--- config.mk ---
export PLATFORM = sky130hd
export DESIGN_NAME = selective_repeat_send_window_unit
export DESIGN_NICKNAME = d
export VERILOG_FILES = /design/src/srsw_pkg.sv /design/src/srsw_mod_unit.sv /design/src/selective_repeat_send_window_unit.sv
export VERILOG_INCLUDE_DIRS = /design/src /design/src/src
export SDC_FILE = /design/constraint.sdc
export NUM_CORES = 1
export LEC_CHECK = 0
export BUFFER_PORTS_ARGS = -buffer_cell sky130_fd_sc_hd__buf_4
export CORE_MARGIN = 2
export CORE_UTILIZATION = 40
export CTS_BUF_LIST = sky130_fd_sc_hd__clkbuf_4
export DETAILED_ROUTE_END_ITERATION = 12
export SYNTH_ARGS = -nofsm -noshare
export SYNTH_HDL_FRONTEND = slang
export SYNTH_SLANG_ARGS = --single-unit
--- constraint.sdc ---
create_clock -name clock -period 8 [get_ports clock]
set_clock_uncertainty 0.15 [all_clocks]
set_input_delay 0.4 -clock clock [delete_from_list [all_inputs] [get_ports clock]]
set_output_delay 0.4 -clock clock [all_outputs]
set_load 0.02 [all_outputs]
--- src/selective_repeat_send_window_unit_macros.svh ---
// assertion macros for the send window unit
`ifndef SELECTIVE_REPEAT_SEND_WINDOW_UNIT_MACROS_SVH
`define SELECTIVE_REPEAT_SEND_WINDOW_UNIT_MACROS_SVH

`ifndef NO_ASSERTIONS

// antecedent holds in a cycle, consequent must hold in that same cycle
`define SRSW_ASSERT_SAME(label, ante, cons, msg) \
   label: assert property (@(posedge clock) disable iff (reset) (ante) |-> (cons)) \
      else $error(msg);

// antecedent holds in a cycle, consequent must hold in the next cycle
`define SRSW_ASSERT_NEXT(label, ante, cons, msg) \
   label: assert property (@(posedge clock) disable iff (reset) (ante) |=> (cons)) \
      else $error(msg);

`else

`define SRSW_ASSERT_SAME(label, ante, cons, msg)
`define SRSW_ASSERT_NEXT(label, ante, cons, msg)

`endif

`endif

--- src/srsw_pkg.sv ---
package srsw_pkg;

   localparam int SEQ_W          = 15;
   localparam int TIMEOUT_W      = 20;
   localparam int SEQ_SPACE      = 25601;
   localparam int WINDOW_DEFAULT = 10;
   localparam logic [TIMEOUT_W-1:0] TIMEOUT_RESET = 20'd500000;

   typedef logic [SEQ_W-1:0]     seq_type;
   typedef logic [TIMEOUT_W-1:0] timeout_type;

   typedef enum logic [1:0] {
      CMD_SEND = 2'd0,
      CMD_ACK  = 2'd1,
      CMD_TICK = 2'd2
   } cmd_type;

   typedef enum logic [0:0] {
      CSR_BASE_SEQ = 1'b0,
      CSR_TIMEOUT  = 1'b1
   } csr_reg_type;

   typedef enum logic [2:0] {
      EV_SENT     = 3'd0,
      EV_RESENT   = 3'd1,
      EV_ACKED    = 3'd2,
      EV_IGNORED  = 3'd3,
      EV_REFUSED  = 3'd4
   } event_kind_type;

   typedef enum logic {
      OP_ADD,
      OP_SUB_ONE
   } unit_op_type;

   typedef enum logic [3:0] {
      ST_IDLE,
      ST_SEND,
      ST_ACK_RED,
      ST_ACK_OFF,
      ST_RUN,
      ST_SHIFT,
      ST_SLIDE,
      ST_SCAN,
      ST_EMIT
   } state_type;

   typedef struct packed {
      event_kind_type kind;
      seq_type        seq;
      logic [3:0]     slot;
   } result_type;

endpackage

--- src/srsw_mod_unit.sv ---
module srsw_mod_unit
   import srsw_pkg::*;
(
   input  unit_op_type op,
   input  seq_type     a,
   input  seq_type     b,
   output seq_type     result
);

   localparam logic [SEQ_W:0] SPACE_EXT = (SEQ_W+1)'(SEQ_SPACE);

   logic [SEQ_W:0] sum;
   logic [SEQ_W:0] diff;

   // a + b with one correction, a - b - 1 with one wrap
   assign sum  = {1'b0, a} + {1'b0, b};
   assign diff = {1'b0, a} - {1'b0, b} - (SEQ_W+1)'(1);

   always_comb begin
      case (op)
         OP_ADD: begin
            if (sum >= SPACE_EXT) begin
               result = seq_type'(sum - SPACE_EXT);
            end else begin
               result = seq_type'(sum);
            end
         end
         OP_SUB_ONE: begin
            if (diff[SEQ_W]) begin
               result = seq_type'(diff + SPACE_EXT);
            end else begin
               result = seq_type'(diff);
            end
         end
         default: begin
            result = seq_type'(sum);
         end
      endcase
   end

endmodule

--- src/selective_repeat_send_window_unit.sv ---
// Selective-repeat sender window.
// Request channel (req_valid/req_ready): command, ack_number, final_packet.
// Response channel (rsp_valid/rsp_ready): one or more events per request,
// rsp_last_of_run marks the final one. A tick with nothing expired and
// command 3 give no response.
// Configuration: csr_write_enable with csr_index 0 loads base_seq and
// restarts the connection; index 1 loads timeout_ticks. Write while idle.
// A request is taken only in the idle state. A send passes the send and emit
// states, an ack the reduce, offset and emit states; an ack that slides also
// runs the run search, then moves one slot per cycle, then slides the window
// start before emit. A tick checks one slot timer per cycle, but waits while
// a resend is held for a stalled receiver. The slot walk goes through the
// single modular adder and the countdown store.
// Reset empties the window, sets window start to 1 and timeout to 500000.
// When the receiver stalls, the output register holds its event; a tick
// scan keeps one more event staged and waits before staging a third.
`include "selective_repeat_send_window_unit_macros.svh"

module selective_repeat_send_window_unit
   import srsw_pkg::*;
#(
   parameter int WINDOW = WINDOW_DEFAULT
)
(
   input  logic              clock,
   input  logic              reset,
   input  logic              req_valid,
   output logic              req_ready,
   input  logic [1:0]        req_command,
   input  logic [14:0]       req_ack_number,
   input  logic              req_final_packet,
   output logic              rsp_valid,
   input  logic              rsp_ready,
   output logic [2:0]        rsp_event_kind,
   output logic [14:0]       rsp_seq_number,
   output logic [3:0]        rsp_slot_index,
   output logic [3:0]        rsp_in_flight,
   output logic              rsp_transfer_done,
   output logic              rsp_last_of_run,
   input  logic              csr_write_enable,
   input  logic [0:0]        csr_index,
   input  logic [19:0]       csr_write_data
);

   localparam int CNT_W  = $clog2(WINDOW + 1);
   localparam int SLOT_W = (WINDOW > 1) ? $clog2(WINDOW) : 1;
   localparam logic [CNT_W-1:0] WINDOW_CNT = CNT_W'(WINDOW);

   state_type            state_ff, state_in;
   seq_type              ws_ff, ws_in;
   logic [CNT_W-1:0]     cnt_ff, cnt_in;
   logic                 fin_ff, fin_in;
   logic [WINDOW-1:0]    acked_ff, acked_in;
   timeout_type          to_ff, to_in;
   timeout_type          cd_ff [WINDOW];
   logic [CNT_W-1:0]     idx_ff, idx_in;
   logic [CNT_W-1:0]     run_ff, run_in;
   seq_type              ack_ff, ack_in;
   logic                 fpk_ff, fpk_in;
   result_type           stage_ff, stage_in;
   logic                 pend_ff, pend_in;
   result_type           out_ff, out_in;
   logic                 out_last_ff, out_last_in;
   logic [3:0]           out_flight_ff, out_flight_in;
   logic                 out_done_ff, out_done_in;
   logic                 rsp_valid_ff, rsp_valid_in;

   logic                 accept;
   logic                 out_free;
   logic                 out_load;
   logic                 out_last;
   logic                 base_write;
   unit_op_type          u_op;
   seq_type              u_a;
   seq_type              u_b;
   seq_type              u_res;
   logic [CNT_W:0]       rd_idx;
   logic [SLOT_W-1:0]    rd_slot;
   timeout_type          cd_rd;
   timeout_type          cd_dec;
   timeout_type          eff_to;
   logic                 cd_we;
   logic [SLOT_W-1:0]    cd_waddr;
   timeout_type          cd_wdata;
   logic                 scan_live;
   logic                 slot_open;
   logic                 expire;
   logic                 off_inside;

   assign accept     = req_valid && req_ready;
   assign out_free   = !rsp_valid_ff || rsp_ready;
   assign base_write = csr_write_enable && (csr_index == CSR_BASE_SEQ);
   assign eff_to     = (to_ff == '0) ? timeout_type'(1) : to_ff;

   srsw_mod_unit u_mod (
      .op     (u_op),
      .a      (u_a),
      .b      (u_b),
      .result (u_res)
   );

   // shared adder operand selection
   always_comb begin
      u_op = OP_ADD;
      u_a  = ws_ff;
      u_b  = '0;
      case (state_ff)
         ST_IDLE: begin
            if (base_write) begin
               u_a = csr_write_data[SEQ_W-1:0];
               u_b = seq_type'(1);
            end
         end
         ST_SEND: begin
            u_b = seq_type'(cnt_ff);
         end
         ST_ACK_RED: begin
            u_a = ack_ff;
         end
         ST_ACK_OFF: begin
            u_op = OP_SUB_ONE;
            u_a  = ack_ff;
            u_b  = ws_ff;
         end
         ST_SLIDE: begin
            u_b = seq_type'(run_ff);
         end
         ST_SCAN: begin
            u_b = seq_type'(idx_ff);
         end
         default: begin
            u_b = '0;
         end
      endcase
   end

   assign rd_idx  = (state_ff == ST_SHIFT) ? ({1'b0, idx_ff} + {1'b0, run_ff})
                                           : {1'b0, idx_ff};
   assign rd_slot = rd_idx[SLOT_W-1:0];
   assign cd_rd   = cd_ff[rd_slot];
   assign cd_dec  = (cd_rd == '0) ? '0 : cd_rd - timeout_type'(1);

   assign scan_live  = idx_ff < cnt_ff;
   assign slot_open  = !acked_ff[rd_slot];
   assign expire     = scan_live && slot_open && (cd_dec == '0);
   assign off_inside = u_res < seq_type'(cnt_ff);

   // next state
   always_comb begin
      state_in = state_ff;
      case (state_ff)
         ST_IDLE: begin
            if (accept) begin
               case (req_command)
                  CMD_SEND: state_in = ST_SEND;
                  CMD_ACK:  state_in = ST_ACK_RED;
                  CMD_TICK: state_in = ST_SCAN;
                  default:  state_in = ST_IDLE;
               endcase
            end
         end
         ST_SEND:    state_in = ST_EMIT;
         ST_ACK_RED: state_in = ST_ACK_OFF;
         ST_ACK_OFF: begin
            if (off_inside && (u_res == '0)) begin
               state_in = ST_RUN;
            end else begin
               state_in = ST_EMIT;
            end
         end
         ST_RUN: begin
            if (!(scan_live && acked_ff[rd_slot])) begin
               state_in = ST_SHIFT;
            end
         end
         ST_SHIFT: begin
            if (idx_ff + CNT_W'(1) >= cnt_ff) begin
               state_in = ST_SLIDE;
            end
         end
         ST_SLIDE: state_in = ST_EMIT;
         ST_SCAN: begin
            if (!scan_live && (!pend_ff || out_free)) begin
               state_in = ST_IDLE;
            end
         end
         ST_EMIT: begin
            if (out_free) begin
               state_in = ST_IDLE;
            end
         end
         default: state_in = ST_IDLE;
      endcase
   end

   // datapath and outputs
   always_comb begin
      ws_in    = ws_ff;
      cnt_in   = cnt_ff;
      fin_in   = fin_ff;
      acked_in = acked_ff;
      to_in    = to_ff;
      idx_in   = idx_ff;
      run_in   = run_ff;
      ack_in   = ack_ff;
      fpk_in   = fpk_ff;
      stage_in = stage_ff;
      pend_in  = pend_ff;
      cd_we    = 1'b0;
      cd_waddr = idx_ff[SLOT_W-1:0];
      cd_wdata = eff_to;
      out_load = 1'b0;
      out_last = 1'b1;

      case (state_ff)
         ST_IDLE: begin
            if (csr_write_enable) begin
               if (csr_index == CSR_BASE_SEQ) begin
                  ws_in    = u_res;
                  cnt_in   = '0;
                  fin_in   = 1'b0;
                  acked_in = '0;
               end else begin
                  to_in = csr_write_data[TIMEOUT_W-1:0];
               end
            end
            if (accept) begin
               ack_in  = req_ack_number;
               fpk_in  = req_final_packet;
               idx_in  = '0;
               pend_in = 1'b0;
            end
         end
         ST_SEND: begin
            if (fin_ff || (cnt_ff >= WINDOW_CNT)) begin
               stage_in = '{kind: EV_REFUSED, seq: ws_ff, slot: 4'd0};
            end else begin
               stage_in = '{kind: EV_SENT, seq: u_res, slot: 4'(cnt_ff)};
               cd_we    = 1'b1;
               cd_waddr = cnt_ff[SLOT_W-1:0];
               acked_in[cnt_ff[SLOT_W-1:0]] = 1'b0;
               cnt_in   = cnt_ff + CNT_W'(1);
               fin_in   = fin_ff || fpk_ff;
            end
         end
         ST_ACK_RED: begin
            ack_in = u_res;
         end
         ST_ACK_OFF: begin
            if (!off_inside) begin
               stage_in = '{kind: EV_IGNORED, seq: ws_ff, slot: 4'd0};
            end else begin
               acked_in[u_res[SLOT_W-1:0]] = 1'b1;
               stage_in = '{kind: EV_ACKED, seq: ws_ff, slot: 4'(u_res)};
            end
         end
         ST_RUN: begin
            if (scan_live && acked_ff[rd_slot]) begin
               idx_in = idx_ff + CNT_W'(1);
            end else begin
               run_in = idx_ff;
               idx_in = '0;
            end
         end
         ST_SHIFT: begin
            // move the slot run places ahead down to this one
            if (rd_idx < {1'b0, cnt_ff}) begin
               acked_in[idx_ff[SLOT_W-1:0]] = acked_ff[rd_slot];
               cd_we    = 1'b1;
               cd_wdata = cd_rd;
            end else begin
               acked_in[idx_ff[SLOT_W-1:0]] = 1'b0;
            end
            idx_in = idx_ff + CNT_W'(1);
         end
         ST_SLIDE: begin
            cnt_in   = cnt_ff - run_ff;
            ws_in    = u_res;
            stage_in = '{kind: EV_ACKED, seq: u_res, slot: 4'd0};
         end
         ST_SCAN: begin
            if (scan_live) begin
               if (!slot_open) begin
                  idx_in = idx_ff + CNT_W'(1);
               end else if (!expire) begin
                  cd_we    = 1'b1;
                  cd_wdata = cd_dec;
                  idx_in   = idx_ff + CNT_W'(1);
               end else if (!pend_ff || out_free) begin
                  // staged event is not the last, a later one was found
                  out_load = pend_ff;
                  out_last = 1'b0;
                  stage_in = '{kind: EV_RESENT, seq: u_res, slot: 4'(idx_ff)};
                  pend_in  = 1'b1;
                  cd_we    = 1'b1;
                  idx_in   = idx_ff + CNT_W'(1);
               end
            end else if (pend_ff && out_free) begin
               out_load = 1'b1;
               pend_in  = 1'b0;
            end
         end
         ST_EMIT: begin
            out_load = out_free;
         end
         default: begin
            out_load = 1'b0;
         end
      endcase
   end

   always_comb begin
      out_in        = out_ff;
      out_last_in   = out_last_ff;
      out_flight_in = out_flight_ff;
      out_done_in   = out_done_ff;
      rsp_valid_in  = rsp_valid_ff && !rsp_ready;
      if (out_load) begin
         out_in        = stage_ff;
         out_last_in   = out_last;
         out_flight_in = 4'(cnt_ff);
         out_done_in   = fin_ff && (cnt_ff == '0);
         rsp_valid_in  = 1'b1;
      end
   end

   always_ff @(posedge clock) begin
      if (reset) begin
         state_ff     <= ST_IDLE;
         ws_ff        <= seq_type'(1);
         cnt_ff       <= '0;
         fin_ff       <= 1'b0;
         acked_ff     <= '0;
         to_ff        <= TIMEOUT_RESET;
         pend_ff      <= 1'b0;
         rsp_valid_ff <= 1'b0;
      end else begin
         state_ff     <= state_in;
         ws_ff        <= ws_in;
         cnt_ff       <= cnt_in;
         fin_ff       <= fin_in;
         acked_ff     <= acked_in;
         to_ff        <= to_in;
         pend_ff      <= pend_in;
         rsp_valid_ff <= rsp_valid_in;
      end
   end

   always_ff @(posedge clock) begin
      idx_ff        <= idx_in;
      run_ff        <= run_in;
      ack_ff        <= ack_in;
      fpk_ff        <= fpk_in;
      stage_ff      <= stage_in;
      out_ff        <= out_in;
      out_last_ff   <= out_last_in;
      out_flight_ff <= out_flight_in;
      out_done_ff   <= out_done_in;
   end

   always_ff @(posedge clock) begin
      if (cd_we) begin
         cd_ff[cd_waddr] <= cd_wdata;
      end
   end

   assign req_ready         = (state_ff == ST_IDLE);
   assign rsp_valid         = rsp_valid_ff;
   assign rsp_event_kind    = out_ff.kind;
   assign rsp_seq_number    = out_ff.seq;
   assign rsp_slot_index    = out_ff.slot;
   assign rsp_in_flight     = out_flight_ff;
   assign rsp_transfer_done = out_done_ff;
   assign rsp_last_of_run   = out_last_ff;

   `SRSW_ASSERT_SAME(a_cnt_bound, 1'b1, cnt_ff <= WINDOW_CNT, "window count above depth")
   `SRSW_ASSERT_SAME(a_pend_scan, pend_ff, state_ff == ST_SCAN, "staged resend outside scan")
   `SRSW_ASSERT_SAME(a_scan_idx, state_ff == ST_SCAN, idx_ff <= cnt_ff, "scan index past window")
   `SRSW_ASSERT_SAME(a_slide_run, state_ff == ST_SLIDE,
                     (run_ff != '0) && (run_ff <= cnt_ff), "slide run out of range")
   `SRSW_ASSERT_NEXT(a_slide_cnt, state_ff == ST_SLIDE,
                     cnt_ff == $past(cnt_ff) - $past(run_ff), "slide count not reduced")

endmodule

==> flow_metrics.env <==
export IMPL_outcome="finished, violations left"
export IMPL_failed_checks="DRC"
export IMPL_avgSynthCellArea_um2=10.2
export IMPL_path_class="register to register"
export IMPL_synth_area_leaders="edfxtp_1, dfxtp_1, nand2_1"
export IMPL_coreArea_um2=46700
export IMPL_max_cap_violations=0
export IMPL_groute_usage_overall_pct=24.8
export IMPL_worstMarginPinSlew_ns=1.18
export IMPL_grt_antenna_before_repair=2
export IMPL_overflow=0
export IMPL_p_int_mw=3.95
export IMPL_period_share_pct=93.5
export IMPL_die_h_um=222
export IMPL_cts_sinks=330
export IMPL_final_util_pct=46.9
export IMPL_ys_flop_type="edfxtp_1"
export IMPL_hp_class="primary input to register"
export IMPL_netlist_area_leader_share_pct=43.4
export IMPL_fin_tns_setup_ns=0
export IMPL_clkSlewWorstSetupHoldPaths_ns=0.06
export IMPL_r2r_end="stage_ff[3]$_DFFE_PP_"
export IMPL_grt_pass1_vias=15293
export IMPL_critPathLaunchType="register"
export IMPL_die_area_um2=49200
export IMPL_hold_depth=5
export IMPL_grt_max_degree=71
export IMPL_instances_no_fill=2692
export IMPL_synth_edf_count=274
export IMPL_reg2reg_slack_ns=0.52
export IMPL_yosysUniqueCellTypes=97
export IMPL_vias_per_cell=5.93
export IMPL_slew_headroom_pct=20.6
export IMPL_switchingPower_mw=3.03
export IMPL_async_reset_ff_share_pct=0
export IMPL_port_buffer_count=73
export IMPL_period_minus_slack_ns=7.48
export IMPL_worst_r2r_cell_count=25
export IMPL_synth_ff_latch_count=330
export IMPL_grt_pass1_wl_um=93100
export IMPL_cts_tree="built"
export IMPL_num_io_pins=74
export IMPL_dieWidth_um=222
export IMPL_netlist_instances=1852
export IMPL_syn_num_nets=1962
export IMPL_setup_viol=0
export IMPL_wire_per_inst_um=23.0
export IMPL_cts_buffers=84
export IMPL_ir_drop_uv=250
export IMPL_first_pass_iters=10
export IMPL_syn_cell_area_um2=19000
export IMPL_dp_cells=2488
export IMPL_power_leakage_nw=8.35
export IMPL_synth_warnings=0
export IMPL_hold_start="csr_write_enable"
export IMPL_maxSlewViolCount=0
export IMPL_rsz0062_at_grt="no"
export IMPL_vias=15976
export IMPL_power_density_nw_per_um2=319
export IMPL_start_util_pct=40.7
export IMPL_gp_congestion=0.935
export IMPL_max_freq_mhz=134
export IMPL_hold_violations=0
export IMPL_clkPwrFrac_pct=20.6
export IMPL_drt_iter0_drc=1538
export IMPL_whs_ns=0.104
export IMPL_clock_latency_ns=0.84
export IMPL_row_count=79
export IMPL_synth_largest_area_cell="edfxtp_1"
export IMPL_syn_to_final_growth_pct=15.4
export IMPL_drive_gt1_share_pct=16.0
export IMPL_ant_nets=0
export IMPL_dpl_hpwl_um=43500
export IMPL_seq_power_share_pct=31.5
export IMPL_cts_htree_levels=3
export IMPL_combPwrFrac_pct=48.0
export IMPL_p_sw_share_pct=43.4
export IMPL_hold_end="ws_ff[1]$_SDFFE_PP0P_"
export IMPL_drc=4
export IMPL_wl_um=61900
export IMPL_cp_max_fo=17
export IMPL_cts_root_buf="clkbuf_4"
export IMPL_finalPower_mw=6.99
export IMPL_cp_required_ns=8.50
export IMPL_yosysSeqAreaShare_pct=49.3
export IMPL_r2r_start="state_ff[1]$_SDFFE_PP0P_"
export IMPL_clockBufferDepth=3
export IMPL_final_net_count=2131
export IMPL_arrival_ns=7.98
export IMPL_cp_end_kind="register"
state kept, by name, summed over array words and instances, names as in the netlist, 3 cells and up:
| signal | count |
|---|---|
| ack_ff | 15 |
| acked_ff | 10 |
| cd_ff | 200 |
| cnt_ff | 4 |
| idx_ff | 4 |
| rsp_event_kind | 3 |
| rsp_in_flight | 4 |
| rsp_seq_number | 15 |
| rsp_slot_index | 4 |
| run_ff | 4 |
| stage_ff | 22 |
| state_ff | 4 |
| to_ff | 20 |
| ws_ff | 15 |
layout make-up:
type                    instances  area, um2
clock inverters                26        140
fillers                      4434      24800
clock buffers                 123        923
repair buffers                178       1480
flip-flops and latches        330       9350
well taps                     607        759
diodes                          1       2.50
multi-input cells            1356       8970
inverters                      71        267
what timing repair did:
action,in CTS,in global routing
gates resized for setup,0,0
setup buffers,0,0
hold endpoints to repair,66,0
hold buffers,54,0
critical path, stage by stage, from the launching register on:
cell and delay [ns]:
dfxtp_1 0.57, buf_4 0.29, nand2b_1 0.18, nand2_1 0.09
a21o_1 0.22, buf_4 0.21, nand2_1 0.07, o21ai_0 0.12
ha_1 0.37, nor2_1 0.26, nand2_1 0.13, a2111oi_0 0.78
nor4_1 0.15, xnor2_1 0.55, nand3_1 0.30, o21ai_2 0.36
mux2_1 0.37, o21a_2 0.29, inv_2 0.14, ha_1 0.24
o21a_1 0.18, o21ai_0 0.14, a31oi_1 0.09, a21oi_1 0.26
nand3_1 0.46, o211ai_1 0.36
cell usage after synthesis (13+ instances only):
cell type and count:
a211oi_1 25, a21o_1 19, a21oi_1 100, a221o_1 13, a22oi_1 24, a311oi_1 15
a31oi_1 29, a32oi_1 16, and2_1 13, and3_1 20, buf_2 18, clkbuf_1 61
dfxtp_1 56, edfxtp_1 274, ha_1 62, inv_1 68, mux2i_1 64, nand2_1 292
nand2b_1 26, nand3_1 50, nand4_1 17, nor2_1 126, nor2b_1 21, nor3_1 34
nor4_1 17, o211ai_1 22, o21ai_0 87, xnor2_1 31, xor2_1 18
placed cells by master, fill, tap and decap left out, types with 15 or more instances in the layout:
| master | n |
|---|---|
| a211oi_1 | 25 |
| a21o_1 | 19 |
| a21oi_1 | 99 |
| a22oi_1 | 24 |
| a311oi_1 | 15 |
| a31oi_1 | 29 |
| a32oi_1 | 16 |
| and3_1 | 20 |
| buf_4 | 123 |
| clkbuf_4 | 123 |
| clkinv_1 | 18 |
| dfxtp_1 | 56 |
| dlygate4sd3_1 | 54 |
| edfxtp_1 | 274 |
| ha_1 | 62 |
| inv_1 | 68 |
| mux2i_1 | 64 |
| nand2_1 | 292 |
| nand2b_1 | 26 |
| nand3_1 | 50 |
| nand4_1 | 17 |
| nor2_1 | 123 |
| nor2b_1 | 21 |
| nor3_1 | 29 |
| nor4_1 | 17 |
| o211ai_1 | 22 |
| o21ai_0 | 87 |
| xnor2_1 | 31 |
| xor2_1 | 18 |
cells by family after synthesis:
family	count (synthesis)	share of synthesized area (%)
muxes	88	5.73
adders and majority gates	66	4.51
DFF	330	49.3
buffers and inverters	166	3.74
and+or+nand+nor	686	17.5
AOI/OAI and AO/OA	467	17.0
xor gates and xnor gates	49	2.26
power groups by stage:
| stage | combinational [mW] | clock, mW | sequential (mW) |
|---|---|---|---|
| floorplan | 2.23 | 0 | 2.19 |
| CTS | 3.29 | 1.47 | 2.20 |
| global route | 3.61 | 1.56 | 2.21 |
| global placement | 3.22 | 0 | 2.23 |
| finish | 3.35 | 1.44 | 2.20 |
| detailed placement | 3.24 | 0 | 2.23 |
worst max-delay path by stage:
stage	start	end	slack, ns	cells after the start
3_5_place_dp	state_ff[1]$_SDFFE_PP0P_	stage_ff[2]$_DFFE_PP_	0.65	16
6_report	state_ff[1]$_SDFFE_PP0P_	stage_ff[3]$_DFFE_PP_	0.52	25
5_1_grt	state_ff[0]$_SDFFE_PP0P_	stage_ff[0]$_DFFE_PP_	0.04	24
4_1_cts	state_ff[0]$_SDFFE_PP0P_	stage_ff[14]$_DFFE_PP_	0.57	16
2_1_floorplan	state_ff[0]$_SDFFE_PP0P_	acked_ff[0]$_SDFFE_PP0P_	0.57	27
3_3_place_gp	state_ff[1]$_SDFFE_PP0P_	stage_ff[9]$_DFFE_PP_	0.72	16
layer usage:
layer	up-vias	global-route usage [%]	part of all wire, %
met5	-	0	0
met4	0	9.55	2.9
met3	123	4.51	8.0
met2	733	38.1	44
met1	7743	34.9	45
li1	7377	-	-
through the flow:
step	setup slack, ns	area [um2]
2_1_floorplan	0.567	19000
3_3_place_gp	0.721	20300
3_5_place_dp	0.649	20300
4_1_cts	0.568	21900
5_1_grt	0.0419	21900
6_report	0.520	21900
(Power assumes the default switching activity.)
